`src/rtl/core/wvm_pkg.sv`:
```
`timescale 1ns / 1ps

package wvm_pkg;

    localparam int NUM_TYPES         = 7;
    localparam int MAX_VOICES_DEF    = 16;
    localparam int BLOCK_SAMPLES_DEF = 512;
    localparam int WAVE_DEPTH_DEF    = 65536;
    localparam int MUSIC_GAIN        = 18000;
    localparam int FX_GAIN           = 6000;

    localparam int LEN_W      = 17;
    localparam int CFG_IDX_W  = 4;
    localparam int CFG_DATA_W = 17;
    localparam int SAMPLE_W   = 16;

    localparam logic [1:0] KIND_LOAD  = 2'd0;
    localparam logic [1:0] KIND_START = 2'd1;
    localparam logic [1:0] KIND_TICK  = 2'd2;

    localparam logic [CFG_IDX_W-1:0] REG_PLAY_ENABLES = 4'd7;
    localparam logic [1:0]           PLAY_EN_RESET    = 2'd3;

    localparam logic [1:0] RES_NONE    = 2'd0;
    localparam logic [1:0] RES_REFUSED = 2'd1;
    localparam logic [1:0] RES_TICK    = 2'd2;

    typedef struct packed {
        logic       capture;
        logic       load_wr;
        logic       scan;
        logic       fx_kill;
        logic       acc_clr;
        logic       voice_go;
        logic       sc1;
        logic       sc2;
        logic       sc3;
        logic       res_load;
        logic [1:0] res_sel;
    } cmd_t;

    typedef struct packed {
        logic slot_free;
    } status_t;

    function automatic logic [LEN_W-1:0] len_reset(input int t);
        logic [LEN_W-1:0] r;
        case (t)
            2:       r = 17'd13230;
            5:       r = 17'd61740;
            6:       r = 17'd35280;
            default: r = 17'd22050;
        endcase
        return r;
    endfunction

endpackage

```
`src/rtl/core/wvm_ctrl.sv`:
```
`timescale 1ns / 1ps

module wvm_ctrl #(
    parameter int MAX_VOICES = 16,
    parameter int VIW        = 4
) (
    input  logic             clk,
    input  logic             rst_n,
    input  logic             in_valid,
    output logic             in_ready,
    input  logic [1:0]       in_kind,
    input  logic [2:0]       in_sound_type,
    output logic             out_valid,
    input  logic             out_ready,
    input  wvm_pkg::status_t status,
    output wvm_pkg::cmd_t    cmd,
    output logic [VIW-1:0]   idx
);
    import wvm_pkg::*;

    localparam logic [3:0] S_IDLE  = 4'd0;
    localparam logic [3:0] S_LOAD  = 4'd1;
    localparam logic [3:0] S_SCAN  = 4'd2;
    localparam logic [3:0] S_KILL  = 4'd3;
    localparam logic [3:0] S_VOICE = 4'd4;
    localparam logic [3:0] S_DRAIN = 4'd5;
    localparam logic [3:0] S_SC1   = 4'd6;
    localparam logic [3:0] S_SC2   = 4'd7;
    localparam logic [3:0] S_SC3   = 4'd8;
    localparam logic [3:0] S_DONE  = 4'd9;

    localparam logic [VIW-1:0] LAST_IDX = VIW'(MAX_VOICES - 1);

    logic [3:0]     state_reg, state_next;
    logic [VIW-1:0] idx_reg, idx_next;
    logic [1:0]     res_reg, res_next;
    logic           drain_reg, drain_next;
    logic           out_valid_reg, out_valid_next;

    assign in_ready  = (state_reg == S_IDLE);
    assign out_valid = out_valid_reg;
    assign idx       = idx_reg;

    always_comb
    begin
        state_next     = state_reg;
        idx_next       = idx_reg;
        res_next       = res_reg;
        drain_next     = drain_reg;
        out_valid_next = out_valid_reg && !out_ready;
        cmd            = '0;
        cmd.res_sel    = res_reg;
        case (state_reg)
            S_IDLE:
            begin
                if (in_valid)
                begin
                    cmd.capture = 1'b1;
                    res_next    = RES_NONE;
                    idx_next    = '0;
                    case (in_kind)
                        KIND_LOAD:  state_next = S_LOAD;
                        KIND_START: state_next = (int'(in_sound_type) < NUM_TYPES) ?
                                                 S_SCAN : S_DONE;
                        KIND_TICK:  state_next = S_KILL;
                        default:    state_next = S_DONE;
                    endcase
                end
            end
            S_LOAD:
            begin
                cmd.load_wr = 1'b1;
                state_next  = S_DONE;
            end
            S_SCAN:
            begin
                cmd.scan = 1'b1;
                if (status.slot_free)
                begin
                    state_next = S_DONE;
                end
                else if (idx_reg == LAST_IDX)
                begin
                    res_next   = RES_REFUSED;
                    state_next = S_DONE;
                end
                else
                begin
                    idx_next = idx_reg + 1'b1;
                end
            end
            S_KILL:
            begin
                cmd.fx_kill = 1'b1;
                cmd.acc_clr = 1'b1;
                state_next  = S_VOICE;
            end
            S_VOICE:
            begin
                cmd.voice_go = 1'b1;
                if (idx_reg == LAST_IDX)
                begin
                    drain_next = 1'b0;
                    state_next = S_DRAIN;
                end
                else
                begin
                    idx_next = idx_reg + 1'b1;
                end
            end
            S_DRAIN:
            begin
                drain_next = 1'b1;
                if (drain_reg)
                begin
                    state_next = S_SC1;
                end
            end
            S_SC1:
            begin
                cmd.sc1    = 1'b1;
                state_next = S_SC2;
            end
            S_SC2:
            begin
                cmd.sc2    = 1'b1;
                state_next = S_SC3;
            end
            S_SC3:
            begin
                cmd.sc3    = 1'b1;
                res_next   = RES_TICK;
                state_next = S_DONE;
            end
            S_DONE:
            begin
                if (!out_valid_reg || out_ready)
                begin
                    cmd.res_load   = 1'b1;
                    out_valid_next = 1'b1;
                    state_next     = S_IDLE;
                end
            end
            default:
            begin
                state_next = S_IDLE;
            end
        endcase
    end

    always_ff @(posedge clk or negedge rst_n)
    begin
        if (!rst_n)
        begin
            state_reg     <= S_IDLE;
            idx_reg       <= '0;
            res_reg       <= RES_NONE;
            drain_reg     <= 1'b0;
            out_valid_reg <= 1'b0;
        end
        else
        begin
            state_reg     <= state_next;
            idx_reg       <= idx_next;
            res_reg       <= res_next;
            drain_reg     <= drain_next;
            out_valid_reg <= out_valid_next;
        end
    end

endmodule

```
`config.mk`:
```
export PLATFORM = sky130hd
export DESIGN_NAME = wvm_ctrl
export DESIGN_NICKNAME = d
export VERILOG_FILES = /design/src/rtl/core/wvm_pkg.sv /design/src/rtl/core/wvm_ctrl.sv
export SDC_FILE = /design/constraint.sdc
export NUM_CORES = 1
export LEC_CHECK = 0
export CORE_MARGIN = 2
export CORE_UTILIZATION = 55
export CTS_BUF_LIST = sky130_fd_sc_hd__clkbuf_4 sky130_fd_sc_hd__clkbuf_8 sky130_fd_sc_hd__clkbuf_16
export CTS_CLUSTER_SIZE = 28
export DETAILED_ROUTE_END_ITERATION = 10
export DONT_BUFFER_PORTS = 1
export PLACE_DENSITY = 0.75
export SLEW_MARGIN = 20
export SYNTH_ARGS = -nofsm -noshare
export SYNTH_HDL_FRONTEND = slang
export SYNTH_SLANG_ARGS = --single-unit
```
`constraint.sdc`:
```
create_clock -name clk -period 2.31 [get_ports clk]
set_input_delay 0.1155 -clock clk [delete_from_list [all_inputs] [get_ports clk]]
set_output_delay 0.1155 -clock clk [all_outputs]
set_load 0.1 [all_outputs]
```
==> metrics.txt <==
# TYPE chip_impl_metric gauge
chip_impl_info{name="hp-class",value="input pin to register"} 1
chip_impl_metric{name="port_buffers",unit=""} 0
chip_impl_metric{name="max_slew_margin",unit="%"} 40.3
chip_impl_metric{name="ctsLongestPathBuffers",unit=""} 2
chip_impl_metric{name="hold_viol_final",unit=""} 0
chip_impl_metric{name="holdWs",unit="ns"} 0.0378
chip_impl_metric{name="clk_lat_worst_skew",unit="ns"} 0.29
chip_impl_metric{name="grt_first_pass_wirelength",unit="um"} 3480
chip_impl_metric{name="final-seq-area",unit="um2"} 303
chip_impl_info{name="crit_chain",value="nand2b_1, or3b_1, nor2b_2, buf_12"} 1
chip_impl_metric{name="grt_antenna_before_repair",unit=""} 0
chip_impl_info{name="root_buffer",value="sky130_fd_sc_hd__clkbuf_4"} 1
chip_impl_metric{name="postSynthNetCount",unit=""} 110
chip_impl_metric{name="mappedNetlistArea",unit="um2"} 860
chip_impl_metric{name="clock_tree.htree_level_count",unit=""} 1
chip_impl_metric{name="ant_nets",unit=""} 0
chip_impl_metric{name="multi_input_combinational_cell_area",unit="um2"} 554
chip_impl_info{name="cpMaxStageDelayCell",value="sky130_fd_sc_hd__dfrtp_1"} 1
chip_impl_metric{name="cts_setup_buffers",unit=""} 0
chip_impl_metric{name="remaining_drc_errors",unit=""} 0
chip_impl_metric{name="via_count_of_the_first_global_routing_pass",unit=""} 809
chip_impl_metric{name="ys_warn_count",unit=""} 0
chip_impl_metric{name="cts_inserted_buffers",unit=""} 3
chip_impl_info{name="crit_type",value="register to primary output"} 1
chip_impl_metric{name="die_area",unit="um2"} 1900
chip_impl_metric{name="place_hpwl",unit="um"} 1540
chip_impl_metric{name="yosysSeqAreaShare",unit="%"} 34.9
chip_impl_metric{name="finish.net_count",unit=""} 128
chip_impl_info{name="tritoncts",value="done"} 1
chip_impl_metric{name="initial_core_util",unit="%"} 57.7
chip_impl_metric{name="critPathMaxFanout",unit=""} 13
chip_impl_metric{name="route.final.wire_length",unit="um"} 2120
chip_impl_metric{name="worstPathArrival",unit="ns"} 2.10
chip_impl_metric{name="post-route-period-util",unit="%"} 95.7
chip_impl_info{name="yosys-top-cells-area",value="sky130_fd_sc_hd__dfrtp_1 35%, sky130_fd_sc_hd__o21ai_0 3.5%, sky130_fd_sc_hd__nor2_1 3.5%"} 1
chip_impl_metric{name="diodes",unit=""} 0
chip_impl_metric{name="max_cap_viol",unit=""} 0
chip_impl_metric{name="gr_util_all_layers",unit="%"} 24.0
chip_impl_metric{name="place.detailed.instances",unit=""} 126
chip_impl_metric{name="vias",unit=""} 829
chip_impl_metric{name="critPathMaxStageDelay",unit="ns"} 0.70
chip_impl_metric{name="drt_pass1_iterations",unit=""} 4
chip_impl_metric{name="layout-area-overhead-vs-synth",unit="%"} 32.2
chip_impl_info{name="crit_path_launch_type",value="register"} 1
chip_impl_metric{name="die_width",unit="um"} 43.5
chip_impl_metric{name="synth.avg_cell_area",unit="um2"} 8.68
chip_impl_metric{name="place.gp.congestion",unit=""} 0.906
chip_impl_info{name="path_delay_family",value="simple AND/OR/NAND/NOR gates"} 1
chip_impl_metric{name="clock_sink_count",unit=""} 12
chip_impl_metric{name="critPathRequiredTime",unit="ns"} 2.19
chip_impl_metric{name="post_synth_num_cell_types",unit=""} 41
chip_impl_metric{name="layout-drive-gt1-share",unit="%"} 33.6
chip_impl_metric{name="timing.final.max_slew_violations",unit=""} 0
chip_impl_metric{name="clk_pin_slew",unit="ns"} 0.06
chip_impl_metric{name="worst-slew-pin-transition",unit="ns"} 0.896
chip_impl_metric{name="grt_start_max_net_pins",unit=""} 17
chip_impl_metric{name="grt-ovfl-total",unit=""} 0
chip_impl_metric{name="setup_skew",unit="ns"} 0.0154
chip_impl_metric{name="fp-row-count",unit=""} 14
chip_impl_metric{name="synthDominantCellAreaShare",unit="%"} 34.9
chip_impl_metric{name="fmax",unit="GHz"} 0.452
chip_impl_metric{name="n_fill_cell",unit=""} 104
chip_impl_metric{name="report.final.setup_viol",unit=""} 0
chip_impl_metric{name="cp_num_buf_inv",unit=""} 1
chip_impl_metric{name="stdcell_count",unit=""} 132
chip_impl_metric{name="core_area",unit="um2"} 1490
chip_impl_info{name="run_status",value="completed"} 1
chip_impl_metric{name="final_core_util",unit="%"} 76.3
chip_impl_info{name="grt_setup_unrepaired",value="false"} 1
chip_impl_metric{name="dr.first_iter.drc_count",unit=""} 22
chip_impl_info{name="end_kind",value="primary output"} 1
chip_impl_metric{name="netlist_instances",unit=""} 99
chip_impl_metric{name="routed_via_count_divided_by_cell_count",unit=""} 6.28
chip_impl_metric{name="route.detailed.wl_per_inst",unit="um"} 16.1
chip_impl_metric{name="register_bit_total_from_synthesis",unit=""} 12
chip_impl_metric{name="die_height",unit="um"} 43.5
chip_impl_metric{name="finalSetupTns",unit="ns"} 0
chip_impl_metric{name="period_minus_slack",unit="ns"} 2.21
chip_impl_info{name="synth_largest_area_cell",value="sky130_fd_sc_hd__dfrtp_1"} 1
chip_impl_metric{name="floorplan.io_pins",unit=""} 28
## cells in the mapped netlist (all sizes together)
cell type   n
a21o        1
nor4        1
nand2b      4
nor2        8
and2b       1
nand2       7
o32ai       2
nor3b       2
o31ai       4
ha          1
o22ai       2
o21ai       7
nand4       3
a2111oi     1
o31a        1
buf         7
and3        1
nor4b       1
nor2b       2
a21oi       3
a31oi       3
clkbuf      1
a22oi       1
or4         1
and2        1
xor2        2
a211oi      1
nand3       3
maj3        1
dfrtp      12
nor3        5
or2         2
mux2        2
or3b        2
inv         3
## area by class of cell
class | instances | share of cell area [%]
clock buffers | 4 | 2.64
inverters | 3 | 0.991
flip-flops and latches | 12 | 26.7
repair buffers | 21 | 19.2
multi-input cells | 76 | 48.8
well taps | 16 | 1.76
## timing repair
| item | in CTS | in global routing |
|---|---|---|
| hold buffers | 2 | 0 |
| hold endpoints to repair | 13 | 0 |
| gates resized for setup | 0 | 0 |
## path summary, 6_finish.rpt
kind | end | slack (ns) | startpoint | depth (start not counted)
worst max-delay path | cmd[2] | 0.1 | state_reg[0] | 4
max in group asynchronous | idx[1] | 1.69 | rst_n | 1
worst min-delay path | state_reg[0] | 0.04 | in_kind[0] | 3
min in group asynchronous | state_reg[1] | 0.24 | rst_n | 1
worst min register to register | drain_reg | 0.56 | drain_reg | 2
worst max register to register | idx[3] | 0.47 | state_reg[0] | 4
## through the flow
stage               worst slack (ns)  area, um2
CTS                           0.0936       1140
finish                        0.0994       1140
detailed placement             0.395       1090
global route                  0.0177       1140
global placement               0.484       1090
floorplan                     -0.202        912
## layer usage
metal	global-route usage [%]	share of wire, %
met3	5.00	4.8
met5	0	0
met1	30.8	41
met2	41.2	53
met4	6.67	1.3
## worst reg2reg max path: cells and delay by family, from the launching register on
kind	cells	cell delay, ns
AO/OA/AOI/OAI	1	0.15
flip-flops	1	0.58
AND/OR/NAND/NOR	3	1.06
## logic make-up after synthesis
family | after synthesis | share of synthesized area, %
adder cells (fa/ha/maj) | 2 | 2.62
AO/OA/AOI/OAI | 26 | 21.8
AND/OR/NAND/NOR | 44 | 28.2
multiplexers | 2 | 2.62
flip-flops | 12 | 34.9
XOR/XNOR | 2 | 2.04
buffers and inverters | 11 | 7.71
## cell usage in the layout, fill, tap and decap left out, drive strengths merged, types with 2 or more instances in the layout
cell	n
nand3	3
or3b	2
nor2b	2
nand4	3
nor3	5
a31oi	3
nor2	8
buf	18
dfrtp	12
mux2	2
o21ai	7
o22ai	2
dlygate4sd3	2
nand2	7
a21oi	3
o32ai	2
inv	3
xor2	2
clkbuf	5
nor3b	2
or2	2
nand2b	4
o31ai	4
Power is not shown: default switching activity piles up to over one toggle a cycle in this logic, so the estimate is an artifact.
